`src/sv/svpp_pkg.sv`:
```
// ----------------------------------------------------------------------------
// svpp_pkg
// Shared types and constants of the state variable packet parser.
// ----------------------------------------------------------------------------
package svpp_pkg;

  localparam int unsigned TABLE_ENTRIES = 16;
  localparam int unsigned IDX_W         = $clog2(TABLE_ENTRIES);
  localparam int unsigned CNT_W         = $clog2(TABLE_ENTRIES + 1);
  localparam int unsigned KEY_W         = 48;
  localparam int unsigned HDR_LEN       = 21;

  localparam logic [15:0] MSG_DISCOVER = 16'h0000;
  localparam logic [15:0] MSG_SET      = 16'h0100;
  localparam logic [15:0] MSG_GET      = 16'h0103;
  localparam logic [15:0] NODE_NONE    = 16'hFFFF;
  localparam logic [15:0] VALUE_NONE   = 16'hFFFF;

  typedef enum logic [2:0] {
    OP_BYTE     = 3'd0,
    OP_REGISTER = 3'd1,
    OP_READ     = 3'd2,
    OP_WRITE    = 3'd3,
    OP_RESTART  = 3'd4
  } op_e;

  typedef enum logic [1:0] {
    ERR_NONE   = 2'd0,
    ERR_LENGTH = 2'd1,
    ERR_TYPE   = 2'd2,
    ERR_COUNT  = 2'd3
  } err_e;

  typedef enum logic [1:0] {
    TOP_REGISTER = 2'd0,
    TOP_READ     = 2'd1,
    TOP_WRITE    = 2'd2
  } tbl_op_e;

  typedef struct packed {
    logic             valid;
    tbl_op_e          op;
    logic [KEY_W-1:0] key;
    logic [15:0]      wval;
  } tbl_req_t;

  typedef struct packed {
    logic        done;
    logic        found;
    logic        full;
    logic [15:0] rdata;
  } tbl_rsp_t;

  typedef struct packed {
    logic             uvalid;
    logic [15:0]      uvid;
    logic [15:0]      uval;
    logic             done;
    logic             capt;
    err_e             err;
    logic [15:0]      node;
    logic [KEY_W-1:0] key;
  } pstep_t;

  typedef struct packed {
    logic [15:0] read_value;
    logic        update_valid;
    logic [15:0] update_var_id;
    logic [15:0] update_value;
    logic        update_matched;
    logic        frame_done;
    logic [15:0] peer_node;
    logic        node_known;
    logic        node_captured;
    logic [1:0]  error_code;
    logic        table_full;
  } res_t;

endpackage

```
`src/sv/svpp_in_if.sv`:
```
// ----------------------------------------------------------------------------
// svpp_in_if
// Input word channel: opcode, received byte and table access fields.
// ----------------------------------------------------------------------------
interface svpp_in_if;
  logic        valid;
  logic        ready;
  logic [2:0]  opcode;
  logic [7:0]  rx_byte;
  logic [31:0] object_id;
  logic [15:0] var_id;
  logic [15:0] new_value;

  modport source (output valid, opcode, rx_byte, object_id, var_id, new_value, input ready);
  modport sink (input valid, opcode, rx_byte, object_id, var_id, new_value, output ready);
endinterface

```
`src/sv/svpp_out_if.sv`:
```
// ----------------------------------------------------------------------------
// svpp_out_if
// Result word channel of the packet parser.
// ----------------------------------------------------------------------------
interface svpp_out_if;
  logic        valid;
  logic        ready;
  logic [15:0] read_value;
  logic        update_valid;
  logic [15:0] update_var_id;
  logic [15:0] update_value;
  logic        update_matched;
  logic        frame_done;
  logic [15:0] peer_node;
  logic        node_known;
  logic        node_captured;
  logic [1:0]  error_code;
  logic        table_full;

  modport source (output valid, read_value, update_valid, update_var_id, update_value,
                  update_matched, frame_done, peer_node, node_known, node_captured,
                  error_code, table_full, input ready);
  modport sink (input valid, read_value, update_valid, update_var_id, update_value,
                update_matched, frame_done, peer_node, node_known, node_captured,
                error_code, table_full, output ready);
endinterface

```
`src/sv/svpp_table.sv`:
```
// ----------------------------------------------------------------------------
// svpp_table
// Variable table in two synchronous memories; linear first-match scan,
// one entry per cycle, with write-back of the new value on a write hit.
// ----------------------------------------------------------------------------
module svpp_table (
  input  logic                clk_i,
  input  logic                rst_ni,
  input  svpp_pkg::tbl_req_t  req_i,
  output svpp_pkg::tbl_rsp_t  rsp_o
);
  import svpp_pkg::*;

  localparam logic [1:0] ST_IDLE = 2'd0;
  localparam logic [1:0] ST_SCAN = 2'd1;
  localparam logic [1:0] ST_REG  = 2'd2;

  logic [KEY_W-1:0] key_mem [TABLE_ENTRIES];
  logic [15:0]      val_mem [TABLE_ENTRIES];

  logic [1:0]       st_q, st_d;
  logic [CNT_W-1:0] cnt_q, cnt_d;
  logic [IDX_W-1:0] nxt_q, nxt_d;
  logic [IDX_W-1:0] chk_q, chk_d;
  logic [KEY_W-1:0] key_q, key_d;
  logic [15:0]      wval_q, wval_d;
  logic             wr_q, wr_d;
  tbl_rsp_t         rsp_q, rsp_d;

  logic [IDX_W-1:0] rd_addr;
  logic [KEY_W-1:0] key_rd;
  logic [15:0]      val_rd;
  logic             kwe, vwe;
  logic [IDX_W-1:0] vaddr;
  logic [15:0]      vdata;
  logic             last;

  always_ff @(posedge clk_i) begin
    key_rd <= key_mem[rd_addr];
    val_rd <= val_mem[rd_addr];
    if (kwe) begin
      key_mem[cnt_q[IDX_W-1:0]] <= key_q;
    end
    if (vwe) begin
      val_mem[vaddr] <= vdata;
    end
  end

  assign last = ({1'b0, chk_q} == cnt_q - CNT_W'(1));

  always_comb begin
    st_d    = st_q;
    cnt_d   = cnt_q;
    nxt_d   = nxt_q;
    chk_d   = chk_q;
    key_d   = key_q;
    wval_d  = wval_q;
    wr_d    = wr_q;
    rsp_d   = '0;
    rd_addr = nxt_q;
    kwe     = 1'b0;
    vwe     = 1'b0;
    vaddr   = chk_q;
    vdata   = wval_q;
    case (st_q)
      ST_IDLE: begin
        rd_addr = '0;
        if (req_i.valid) begin
          key_d  = req_i.key;
          wval_d = req_i.wval;
          wr_d   = (req_i.op == TOP_WRITE);
          if (req_i.op == TOP_REGISTER) begin
            if (cnt_q < CNT_W'(TABLE_ENTRIES)) begin
              st_d = ST_REG;
            end else begin
              rsp_d.done = 1'b1;
              rsp_d.full = 1'b1;
            end
          end else if (cnt_q == '0) begin
            rsp_d.done = 1'b1;
          end else begin
            st_d  = ST_SCAN;
            chk_d = '0;
            nxt_d = IDX_W'(1);
          end
        end
      end
      ST_REG: begin
        kwe        = 1'b1;
        vwe        = 1'b1;
        vaddr      = cnt_q[IDX_W-1:0];
        vdata      = '0;
        cnt_d      = cnt_q + CNT_W'(1);
        rsp_d.done = 1'b1;
        st_d       = ST_IDLE;
      end
      ST_SCAN: begin
        if (key_rd == key_q) begin
          rsp_d.done  = 1'b1;
          rsp_d.found = 1'b1;
          rsp_d.rdata = val_rd;
          st_d        = ST_IDLE;
          vwe         = wr_q;
        end else if (last) begin
          rsp_d.done = 1'b1;
          st_d       = ST_IDLE;
        end else begin
          chk_d = nxt_q;
          nxt_d = nxt_q + IDX_W'(1);
        end
      end
      default: st_d = ST_IDLE;
    endcase
  end

  always_ff @(posedge clk_i or negedge rst_ni) begin
    if (!rst_ni) begin
      st_q  <= ST_IDLE;
      cnt_q <= '0;
      rsp_q <= '0;
      nxt_q <= '0;
      chk_q <= '0;
      wr_q  <= 1'b0;
    end else begin
      st_q  <= st_d;
      cnt_q <= cnt_d;
      rsp_q <= rsp_d;
      nxt_q <= nxt_d;
      chk_q <= chk_d;
      wr_q  <= wr_d;
    end
  end

  always_ff @(posedge clk_i) begin
    key_q  <= key_d;
    wval_q <= wval_d;
  end

  assign rsp_o = rsp_q;

  a_cnt_range: assert property (@(posedge clk_i) disable iff (!rst_ni)
    cnt_q <= CNT_W'(TABLE_ENTRIES))
    else $error("entry count beyond table size");

  a_found_done: assert property (@(posedge clk_i) disable iff (!rst_ni)
    rsp_o.found |-> rsp_o.done)
    else $error("hit reported without completion");

  a_scan_bound: assert property (@(posedge clk_i) disable iff (!rst_ni)
    (st_q == ST_SCAN) |-> ({1'b0, chk_q} < cnt_q))
    else $error("scan beyond registered entries");

  a_no_req_busy: assert property (@(posedge clk_i) disable iff (!rst_ni)
    (st_q != ST_IDLE) |-> !req_i.valid)
    else $error("request while table busy");

endmodule

```
`src/sv/svpp_parser.sv`:
```
// ----------------------------------------------------------------------------
// svpp_parser
// Frame parser: header capture, payload record decode, peer node register.
// ----------------------------------------------------------------------------
module svpp_parser (
  input  logic              clk_i,
  input  logic              rst_ni,
  input  logic              en_i,
  input  logic              restart_i,
  input  logic [7:0]        byte_i,
  output svpp_pkg::pstep_t  step_o
);
  import svpp_pkg::*;

  localparam logic [3:0] PH_HEADER = 4'd0;
  localparam logic [3:0] PH_SKIP   = 4'd1;
  localparam logic [3:0] PH_LEAD   = 4'd2;
  localparam logic [3:0] PH_COUNT  = 4'd3;
  localparam logic [3:0] PH_VIDH   = 4'd4;
  localparam logic [3:0] PH_VIDL   = 4'd5;
  localparam logic [3:0] PH_TYPE   = 4'd6;
  localparam logic [3:0] PH_V1     = 4'd7;
  localparam logic [3:0] PH_VH     = 4'd8;
  localparam logic [3:0] PH_VL     = 4'd9;

  localparam logic [4:0]  LAST_POS = 5'(HDR_LEN - 1);
  localparam logic [15:0] HDR_LEN16 = 16'(HDR_LEN);

  logic [4:0]  pos_q, pos_d;
  logic [15:0] pay_q, pay_d;
  logic [3:0]  ph_q, ph_d;
  logic [7:0]  recs_q, recs_d;
  logic [15:0] vid_q, vid_d;
  logic [7:0]  vh_q, vh_d;
  logic [15:0] node_q, node_d;
  logic [7:0]  h1_q, h2_q, h3_q, h4_q, h5_q, h6_q, h7_q, h8_q, h9_q, h10_q, h17_q, h18_q;
  logic [7:0]  h1_d, h2_d, h3_d, h4_d, h5_d, h6_d, h7_d, h8_d, h9_d, h10_d, h17_d, h18_d;

  pstep_t      s;
  logic [4:0]  pos;
  logic [15:0] len, msg, pl;
  logic [7:0]  rn;
  logic        fin;
  logic [3:0]  phn;

  always_comb begin
    pos_d = pos_q; pay_d = pay_q; ph_d = ph_q; recs_d = recs_q;
    vid_d = vid_q; vh_d = vh_q; node_d = node_q;
    h1_d = h1_q; h2_d = h2_q; h3_d = h3_q; h4_d = h4_q; h5_d = h5_q; h6_d = h6_q;
    h7_d = h7_q; h8_d = h8_q; h9_d = h9_q; h10_d = h10_q; h17_d = h17_q; h18_d = h18_q;
    s   = '0;
    s.err = ERR_NONE;
    pos = (pos_q > LAST_POS) ? '0 : pos_q;
    len = {h3_q, h4_q};
    msg = {h17_q, h18_q};
    pl  = '0;
    rn  = '0;
    fin = 1'b0;
    phn = ph_q;
    if (restart_i) begin
      node_d = NODE_NONE;
      pos_d  = '0;
      pay_d  = '0;
      ph_d   = PH_HEADER;
      recs_d = '0;
      vid_d  = '0;
      vh_d   = '0;
    end else if (en_i) begin
      if (ph_q == PH_HEADER) begin
        case (pos)
          5'd1:    h1_d  = byte_i;
          5'd2:    h2_d  = byte_i;
          5'd3:    h3_d  = byte_i;
          5'd4:    h4_d  = byte_i;
          5'd5:    h5_d  = byte_i;
          5'd6:    h6_d  = byte_i;
          5'd7:    h7_d  = byte_i;
          5'd8:    h8_d  = byte_i;
          5'd9:    h9_d  = byte_i;
          5'd10:   h10_d = byte_i;
          5'd17:   h17_d = byte_i;
          5'd18:   h18_d = byte_i;
          default: ;
        endcase
        pos_d = pos + 5'd1;
        if (pos == LAST_POS) begin
          pos_d = '0;
          pl    = (len >= HDR_LEN16) ? len - HDR_LEN16 : '0;
          pay_d = pl;
          ph_d  = PH_SKIP;
          if (h1_q != '0 || h2_q != '0) begin
            s.err = ERR_LENGTH;
          end else if (msg == MSG_DISCOVER) begin
            if (node_q == NODE_NONE) begin
              node_d = {h5_q, h6_q};
              s.capt = 1'b1;
            end
          end else if (msg == MSG_SET || msg == MSG_GET) begin
            if (pl == '0) begin
              s.err = ERR_COUNT;
            end else begin
              ph_d = PH_LEAD;
            end
          end
          if (pl == '0) begin
            s.done = 1'b1;
            ph_d   = PH_HEADER;
          end
        end
      end else begin
        pl    = (pay_q != '0) ? pay_q - 16'd1 : pay_q;
        pay_d = pl;
        case (ph_q)
          PH_LEAD:  phn = PH_COUNT;
          PH_COUNT: begin
            recs_d = byte_i;
            if (byte_i == '0) begin
              fin = 1'b1;
            end else begin
              phn = PH_VIDH;
            end
          end
          PH_VIDH: begin
            vid_d = {byte_i, 8'h00};
            phn   = PH_VIDL;
          end
          PH_VIDL: begin
            vid_d = {vid_q[15:8], byte_i};
            phn   = PH_TYPE;
          end
          PH_TYPE: begin
            if (byte_i == 8'd1) begin
              phn = PH_V1;
            end else if (byte_i == 8'd3) begin
              phn = PH_VH;
            end else begin
              s.err = ERR_TYPE;
              phn   = PH_SKIP;
            end
          end
          PH_VH: begin
            vh_d = byte_i;
            phn  = PH_VL;
          end
          PH_V1, PH_VL: begin
            s.uvalid = 1'b1;
            s.uvid   = vid_q;
            s.uval   = (ph_q == PH_V1) ? {8'h00, byte_i} : {vh_q, byte_i};
            rn       = (recs_q != '0) ? recs_q - 8'd1 : recs_q;
            recs_d   = rn;
            if (rn == '0) begin
              fin = 1'b1;
            end else begin
              phn = PH_VIDH;
            end
          end
          default: phn = PH_SKIP;
        endcase
        if (fin) begin
          phn = PH_SKIP;
          if (pl != '0) begin
            s.err = ERR_COUNT;
          end
        end
        if (pl == '0) begin
          if (phn != PH_SKIP && s.err == ERR_NONE) begin
            s.err = ERR_COUNT;
          end
          s.done = 1'b1;
          phn    = PH_HEADER;
          pos_d  = '0;
        end
        ph_d = phn;
      end
    end
    s.node = node_d;
    s.key  = {h10_q, h9_q, h8_q, h7_q, s.uvid};
  end

  assign step_o = s;

  always_ff @(posedge clk_i or negedge rst_ni) begin
    if (!rst_ni) begin
      pos_q  <= '0;
      pay_q  <= '0;
      ph_q   <= PH_HEADER;
      recs_q <= '0;
      vid_q  <= '0;
      vh_q   <= '0;
      node_q <= NODE_NONE;
    end else begin
      pos_q  <= pos_d;
      pay_q  <= pay_d;
      ph_q   <= ph_d;
      recs_q <= recs_d;
      vid_q  <= vid_d;
      vh_q   <= vh_d;
      node_q <= node_d;
    end
  end

  always_ff @(posedge clk_i) begin
    h1_q <= h1_d; h2_q <= h2_d; h3_q <= h3_d; h4_q <= h4_d; h5_q <= h5_d; h6_q <= h6_d;
    h7_q <= h7_d; h8_q <= h8_d; h9_q <= h9_d; h10_q <= h10_d;
    h17_q <= h17_d; h18_q <= h18_d;
  end

  a_pos_range: assert property (@(posedge clk_i) disable iff (!rst_ni)
    pos_q <= LAST_POS)
    else $error("header position out of range");

  a_pos_body: assert property (@(posedge clk_i) disable iff (!rst_ni)
    (ph_q != PH_HEADER) |-> (pos_q == '0))
    else $error("header position held during payload");

  a_done_hdr: assert property (@(posedge clk_i) disable iff (!rst_ni)
    (en_i && !restart_i && step_o.done) |=> (ph_q == PH_HEADER))
    else $error("frame end without return to header");

endmodule

```
`src/sv/state_variable_packet_parser.sv`:
```
// ----------------------------------------------------------------------------
// state_variable_packet_parser
// Control-message byte parser with a table of registered state variables.
// ----------------------------------------------------------------------------
// One word is handled at a time. A received byte that completes no record,
// a restart or an unused opcode goes from the accept straight to the finish
// state. A register request writes a new entry, or is refused when the table
// is full, without a scan. A read, a local write or a completed record scans
// the variable table memory one entry per cycle until the first hit or the
// last registered entry; an empty table answers without a scan. The finish
// state holds while the output register still holds an unaccepted result.
// The table keeps its contents across a restart; the result register lets
// the next word be accepted while a result still waits.
module state_variable_packet_parser (
  input  logic       clk_i,
  input  logic       rst_ni,
  svpp_in_if.sink    in_i,
  svpp_out_if.source out_o
);
  import svpp_pkg::*;

  localparam logic [1:0] ST_IDLE = 2'd0;
  localparam logic [1:0] ST_WAIT = 2'd1;
  localparam logic [1:0] ST_FIN  = 2'd2;

  logic [1:0] st_q, st_d;
  logic       ov_q, ov_d;
  res_t       res_q, res_d, out_q;
  logic [2:0] op_q;
  logic       acc;
  pstep_t     ps;
  tbl_req_t   req;
  tbl_rsp_t   rsp;
  logic       free;

  assign in_i.ready = (st_q == ST_IDLE);
  assign acc        = in_i.valid && in_i.ready;
  assign free       = !ov_q || out_o.ready;

  svpp_parser u_parser (
    .clk_i     (clk_i),
    .rst_ni    (rst_ni),
    .en_i      (acc && in_i.opcode == OP_BYTE),
    .restart_i (acc && in_i.opcode == OP_RESTART),
    .byte_i    (in_i.rx_byte),
    .step_o    (ps)
  );

  svpp_table u_table (
    .clk_i  (clk_i),
    .rst_ni (rst_ni),
    .req_i  (req),
    .rsp_o  (rsp)
  );

  always_comb begin
    req      = '0;
    req.op   = TOP_READ;
    req.key  = {in_i.object_id, in_i.var_id};
    req.wval = in_i.new_value;
    case (in_i.opcode)
      OP_BYTE: begin
        req.valid = acc && ps.uvalid;
        req.op    = TOP_WRITE;
        req.key   = ps.key;
        req.wval  = ps.uval;
      end
      OP_REGISTER: begin
        req.valid = acc;
        req.op    = TOP_REGISTER;
      end
      OP_READ:  req.valid = acc;
      OP_WRITE: begin
        req.valid = acc;
        req.op    = TOP_WRITE;
      end
      default: req.valid = 1'b0;
    endcase
  end

  always_comb begin
    st_d  = st_q;
    res_d = res_q;
    ov_d  = ov_q && !out_o.ready;
    case (st_q)
      ST_IDLE: begin
        if (acc) begin
          res_d            = '0;
          res_d.peer_node  = ps.node;
          res_d.node_known = (ps.node != NODE_NONE);
          if (in_i.opcode == OP_BYTE) begin
            res_d.update_valid  = ps.uvalid;
            res_d.update_var_id = ps.uvid;
            res_d.update_value  = ps.uval;
            res_d.frame_done    = ps.done;
            res_d.node_captured = ps.capt;
            res_d.error_code    = ps.err;
          end
          st_d = req.valid ? ST_WAIT : ST_FIN;
        end
      end
      ST_WAIT: begin
        if (rsp.done) begin
          if (op_q == OP_READ) begin
            res_d.read_value = rsp.found ? rsp.rdata : VALUE_NONE;
          end
          res_d.update_matched = rsp.found && (op_q == OP_BYTE || op_q == OP_WRITE);
          res_d.table_full     = rsp.full && (op_q == OP_REGISTER);
          st_d = ST_FIN;
        end
      end
      ST_FIN: begin
        if (free) begin
          ov_d = 1'b1;
          st_d = ST_IDLE;
        end
      end
      default: st_d = ST_IDLE;
    endcase
  end

  always_ff @(posedge clk_i or negedge rst_ni) begin
    if (!rst_ni) begin
      st_q <= ST_IDLE;
      ov_q <= 1'b0;
    end else begin
      st_q <= st_d;
      ov_q <= ov_d;
    end
  end

  always_ff @(posedge clk_i) begin
    res_q <= res_d;
    if (acc) begin
      op_q <= in_i.opcode;
    end
    if (st_q == ST_FIN && free) begin
      out_q <= res_q;
    end
  end

  assign out_o.valid          = ov_q;
  assign out_o.read_value     = out_q.read_value;
  assign out_o.update_valid   = out_q.update_valid;
  assign out_o.update_var_id  = out_q.update_var_id;
  assign out_o.update_value   = out_q.update_value;
  assign out_o.update_matched = out_q.update_matched;
  assign out_o.frame_done     = out_q.frame_done;
  assign out_o.peer_node      = out_q.peer_node;
  assign out_o.node_known     = out_q.node_known;
  assign out_o.node_captured  = out_q.node_captured;
  assign out_o.error_code     = out_q.error_code;
  assign out_o.table_full     = out_q.table_full;

  a_one_result: assert property (@(posedge clk_i) disable iff (!rst_ni)
    (st_q == ST_FIN && free) |=> (ov_q && st_q == ST_IDLE))
    else $error("finished result not registered");

  a_wait_rsp: assert property (@(posedge clk_i) disable iff (!rst_ni)
    rsp.done |-> (st_q == ST_WAIT))
    else $error("table response outside wait");

  a_req_idle: assert property (@(posedge clk_i) disable iff (!rst_ni)
    req.valid |-> (st_q == ST_IDLE))
    else $error("table request while busy");

endmodule

```
`src/flat_wrapper.sv`:
```
// flat-port wrapper written by rule: the top's interface ports become plain ports
module state_variable_packet_parser_flat import svpp_pkg::*;
  (clk_i, rst_ni, in_i_valid, in_i_opcode, in_i_rx_byte, in_i_object_id, in_i_var_id, in_i_new_value, in_i_ready, out_o_valid, out_o_read_value, out_o_update_valid, out_o_update_var_id, out_o_update_value, out_o_update_matched, out_o_frame_done, out_o_peer_node, out_o_node_known, out_o_node_captured, out_o_error_code, out_o_table_full, out_o_ready);
  svpp_in_if in_i_i ();
  svpp_out_if out_o_i ();
  input  logic clk_i;
  input  logic rst_ni;
  input wire logic [$bits(in_i_i.valid)-1:0] in_i_valid;
  input wire logic [$bits(in_i_i.opcode)-1:0] in_i_opcode;
  input wire logic [$bits(in_i_i.rx_byte)-1:0] in_i_rx_byte;
  input wire logic [$bits(in_i_i.object_id)-1:0] in_i_object_id;
  input wire logic [$bits(in_i_i.var_id)-1:0] in_i_var_id;
  input wire logic [$bits(in_i_i.new_value)-1:0] in_i_new_value;
  output wire logic [$bits(in_i_i.ready)-1:0] in_i_ready;
  output wire logic [$bits(out_o_i.valid)-1:0] out_o_valid;
  output wire logic [$bits(out_o_i.read_value)-1:0] out_o_read_value;
  output wire logic [$bits(out_o_i.update_valid)-1:0] out_o_update_valid;
  output wire logic [$bits(out_o_i.update_var_id)-1:0] out_o_update_var_id;
  output wire logic [$bits(out_o_i.update_value)-1:0] out_o_update_value;
  output wire logic [$bits(out_o_i.update_matched)-1:0] out_o_update_matched;
  output wire logic [$bits(out_o_i.frame_done)-1:0] out_o_frame_done;
  output wire logic [$bits(out_o_i.peer_node)-1:0] out_o_peer_node;
  output wire logic [$bits(out_o_i.node_known)-1:0] out_o_node_known;
  output wire logic [$bits(out_o_i.node_captured)-1:0] out_o_node_captured;
  output wire logic [$bits(out_o_i.error_code)-1:0] out_o_error_code;
  output wire logic [$bits(out_o_i.table_full)-1:0] out_o_table_full;
  input wire logic [$bits(out_o_i.ready)-1:0] out_o_ready;
  assign in_i_i.valid = in_i_valid;
  assign in_i_i.opcode = in_i_opcode;
  assign in_i_i.rx_byte = in_i_rx_byte;
  assign in_i_i.object_id = in_i_object_id;
  assign in_i_i.var_id = in_i_var_id;
  assign in_i_i.new_value = in_i_new_value;
  assign in_i_ready = in_i_i.ready;
  assign out_o_valid = out_o_i.valid;
  assign out_o_read_value = out_o_i.read_value;
  assign out_o_update_valid = out_o_i.update_valid;
  assign out_o_update_var_id = out_o_i.update_var_id;
  assign out_o_update_value = out_o_i.update_value;
  assign out_o_update_matched = out_o_i.update_matched;
  assign out_o_frame_done = out_o_i.frame_done;
  assign out_o_peer_node = out_o_i.peer_node;
  assign out_o_node_known = out_o_i.node_known;
  assign out_o_node_captured = out_o_i.node_captured;
  assign out_o_error_code = out_o_i.error_code;
  assign out_o_table_full = out_o_i.table_full;
  assign out_o_i.ready = out_o_ready;
  state_variable_packet_parser u_core (.clk_i(clk_i), .rst_ni(rst_ni), .in_i(in_i_i), .out_o(out_o_i));
endmodule
```
`config.mk`:
```
export PLATFORM = sky130hd
export DESIGN_NAME = state_variable_packet_parser_flat
export DESIGN_NICKNAME = d
export VERILOG_FILES = /design/src/sv/svpp_pkg.sv /design/src/sv/svpp_in_if.sv /design/src/sv/svpp_out_if.sv /design/src/sv/svpp_table.sv /design/src/sv/svpp_parser.sv /design/src/sv/state_variable_packet_parser.sv /design/src/flat_wrapper.sv
export SDC_FILE = /design/constraint.sdc
export NUM_CORES = 2
export LEC_CHECK = 0
export ABC_CLOCK_PERIOD_IN_PS = 7900
export BUFFER_PORTS_ARGS = -buffer_cell sky130_fd_sc_hd__clkbuf_2
export CORE_ASPECT_RATIO = 0.9
export CORE_UTILIZATION = 40
export CTS_CLUSTER_DIAMETER = 80
export CTS_CLUSTER_SIZE = 30
export DETAILED_ROUTE_END_ITERATION = 12
export PLACE_DENSITY = 0.61
export SETUP_SLACK_MARGIN = 0.3
export SLEW_MARGIN = 20
export SYNTH_ARGS = -nofsm -noshare
export SYNTH_HDL_FRONTEND = slang
export SYNTH_SLANG_ARGS = --single-unit
```
`constraint.sdc`:
```
create_clock -name clk_i -period 7.9 [get_ports clk_i]
set_clock_uncertainty 0.2 [all_clocks]
set_input_delay 0.395 -clock clk_i [delete_from_list [all_inputs] [get_ports clk_i]]
set_output_delay 0.395 -clock clk_i [all_outputs]
set_load 0.03 [all_outputs]
```
==> impl_metrics.ini <==
[clock_network]
cts_tree = yes
htreeDepth = 3
cts_setup_buffers = 0
ctsResizeCount = 0
clk_latency_ns = 0.72
ctsRootBufferMaster = clkbuf_16
cts_buffer_depth = 3
cts_made_buffers = 72
cts_hold_buf = 69
cts.sinks = 1506
clkTransAtPathRegs_ns = 0.11

[global_routing]
track_usage_pct = 20.9
grt-ovfl-total = 0
grt_max_degree = 156
antenna_found_initial = 6
grt_pass1_wl_um = 230000
grt_pass1_vias = 32908

[setup_path]
crit_family = simple AND/OR/NAND/NOR gates
cp_cell_sequence = xor2_1 -> nor4_1 -> nand4_1 -> nor4_2 -> buf_4 -> a41oi_1 -> nand2b_1 -> nor2_2
slowest_delay_ns = 0.90
cp_slowest_cell = edfxtp_1
worst-path-max-fanout = 22
crit_type = flop to flop
path_buf_inv = 1
startpoint_type = flop
crit_required_ns = 8.03
arrival_ns = 4.88
reg2reg_slack_ns = 3.15
cp-end-kind = flop

[floorplan]
die_w_um = 407
die_h_um = 367
floorplan.initialDensity_pct = 40.4
core_mm2 = 0.146
rows = 133
dieArea_mm2 = 0.149
io_pins = 153

[logic_synthesis]
yosys_warnings = 0
ys_seq_elements = 1506
yosysSeqAreaShare_pct = 74.6
synth.area.top_cells = edfxtp_1 (68%), mux2_2 (4.9%), dfrtp_1 (4.0%), a21oi_1 (2.6%), mux2i_1 (2.3%)
synth_most_common_cell = edfxtp_1
synth_cell_type_count = 76
synth_top_area_share_pct = 67.7
synth.avg_cell_area_um2 = 15.5
syn_inst = 3801
ys_top_cells_by_count = edfxtp_1 (1,331), a21oi_1 (310), mux2_2 (257)
synth_top_cell_by_area = edfxtp_1
synth_edf_count = 1331
synth_nets = 3898
ys.flop_type = edfxtp_1
async_flop_share_pct = 7.37
syn_area_mm2 = 0.0591

[cells_and_area]
fin_nets = 4056
final_util_pct = 44.9
area.growth.synth_to_final_pct = 11.2
fill_cells = 12825
drive_above_1_share_pct = 17.5

[detailed_routing]
route.detailed.drc = 0
wl_um = 160000
drt_pass1_iterations = 6
routedWlPerCell_um = 26.7
first_iter_violations = 4010
num_vias = 34279
ant_nets = 0
routed_via_density = 5.74

[sta]
fin_ws_ns = 3.15
rsz0062_at_grt = no
max_slew_margin_pct = 23.6
drv_slew = 0
setup_viol = 0
min_period_ns = 4.75
setup_tns_ns = 0
tightest_slew_ns = 1.15
fmax_mhz = 211
period_share_pct = 60.1
finalHoldViolations = 0

[worst_hold_path]
worstHoldPathType = input pin to flop

[placement]
dp_slack_ns = 3.20
dp_hpwl_um = 87400
portBuffers = 152
gp_congestion = 0.846

[power_and_ir_drop]
vdd_drop_max_v = 0.000271
power_density_mw_per_mm2 = 305
p_leak_nw = 22.4

[run_status]
status = finished clean

[run]
cap_violations = 0
## cells in the final DEF (no fill, tap or decap), types with 63 or more instances in the layout
master and instances:
edfxtp_1 1331, a21oi_1 308, mux2_2 257, o21ai_0 254, nand2_1 239, clkbuf_2 151
mux2i_1 134, dfrtp_1 92, buf_4 84, clkbuf_16 75, dlygate4sd3_1 69, a221oi_1 65
a22oi_1 65, a32o_1 65, dfxtp_1 64, nor2_1 63
## cell families (layout without fill, tap and decap cells)
family	after synthesis	count (layout)	share of synthesized area, %
AND/OR/NAND/NOR	610	610	5.10
buffers and inverters	279	496	1.80
AO/OA/AOI/OAI	921	921	9.85
multiplexers	392	392	7.19
other	0	1	0
adder cells (fa/ha/maj)	18	18	0.381
flip-flops	1506	1506	74.6
XOR/XNOR	75	75	1.12
## final timing paths
path,startpoint,to,depth (start not counted)
max reg2reg,u_core.u_table.key_q[1]$_DFFE_PP_,u_core.u_table.val_mem[14][5]$_DFFE_PP_,8
min in group asynchronous,rst_ni,u_core.u_parser.vh_q[4]$_DFFE_PN0P_,2
max,u_core.u_table.key_q[1]$_DFFE_PP_,u_core.u_table.val_mem[14][5]$_DFFE_PP_,8
min,in_i_rx_byte[7],u_core.u_parser.h10_q[7]$_DFFE_PP_,2
min reg2reg,u_core.res_q[10]$_DFFE_PP_,u_core.out_o.peer_node[5]$_DFFE_PP_,0
max in group asynchronous,rst_ni,u_core.u_table.nxt_q[2]$_DFFE_PN0P_,3
## state kept, by name, indices dropped and copies added (netlist names), 16 cells and up
register                    flops
u_core.u_parser.node_q         16
u_core.u_table.key_mem        768
u_core.out_o.update_value      16
u_core.out_o.update_var_id     16
u_core.out_o.read_value        16
u_core.u_parser.vid_q          16
u_core.u_parser.pay_q          16
u_core.out_o.peer_node         16
u_core.u_table.key_rd          48
u_core.u_table.wval_q          16
u_core.res_q                   72
u_core.u_table.rsp_o           19
u_core.u_table.val_mem        256
u_core.u_table.key_q           48
u_core.u_table.val_rd          16
## metal layers
layer | vias to the layer above | global-route usage [%] | part of all wire [%] | wire length [µm]
li1 | 15004 | - | - | -
met1 | 17652 | 30.6 | 44 | 70100
met2 | 1433 | 32.8 | 46 | 74100
met3 | 190 | 3.28 | 7.7 | 12400
met4 | 0 | 4.73 | 2.0 | 3280
met5 | - | 0 | 0 | 0
## stage by stage
stage	std cells	total power [W]	hold slack (ns)	area, µm²
5_1_grt	5975	0.0208	0.0167	65700
2_1_floorplan	3801	0.0136	-0.101	59100
4_1_cts	5974	0.0201	0.00405	65700
3_3_place_gp	5771	0.0154	0.205	62400
6_report	5976	0.0201	0.0415	65700
3_5_place_dp	5772	0.0155	0.205	62400
## cell type report
class                      count  area [µm²]  area share [%]
antenna                        1        2.50         0.00381
clock buffer                  90        1960            2.99
clock inverter                43         581           0.883
inverter                      53         201           0.307
multi-input combinational   2016       14300            21.7
sequential                  1506       44100            67.0
tap                         1957        2450            3.73
timing repair buffer         310        2210            3.37
## power breakdown
part	leakage, nW	internal [W]	switching [W]
logic	7.19	0.00183	0.00328
clock network	1.22	0.00196	0.00272
registers	14.0	0.00964	0.000651
total	22.4	0.0134	0.00664
(Power assumes the default switching activity.)
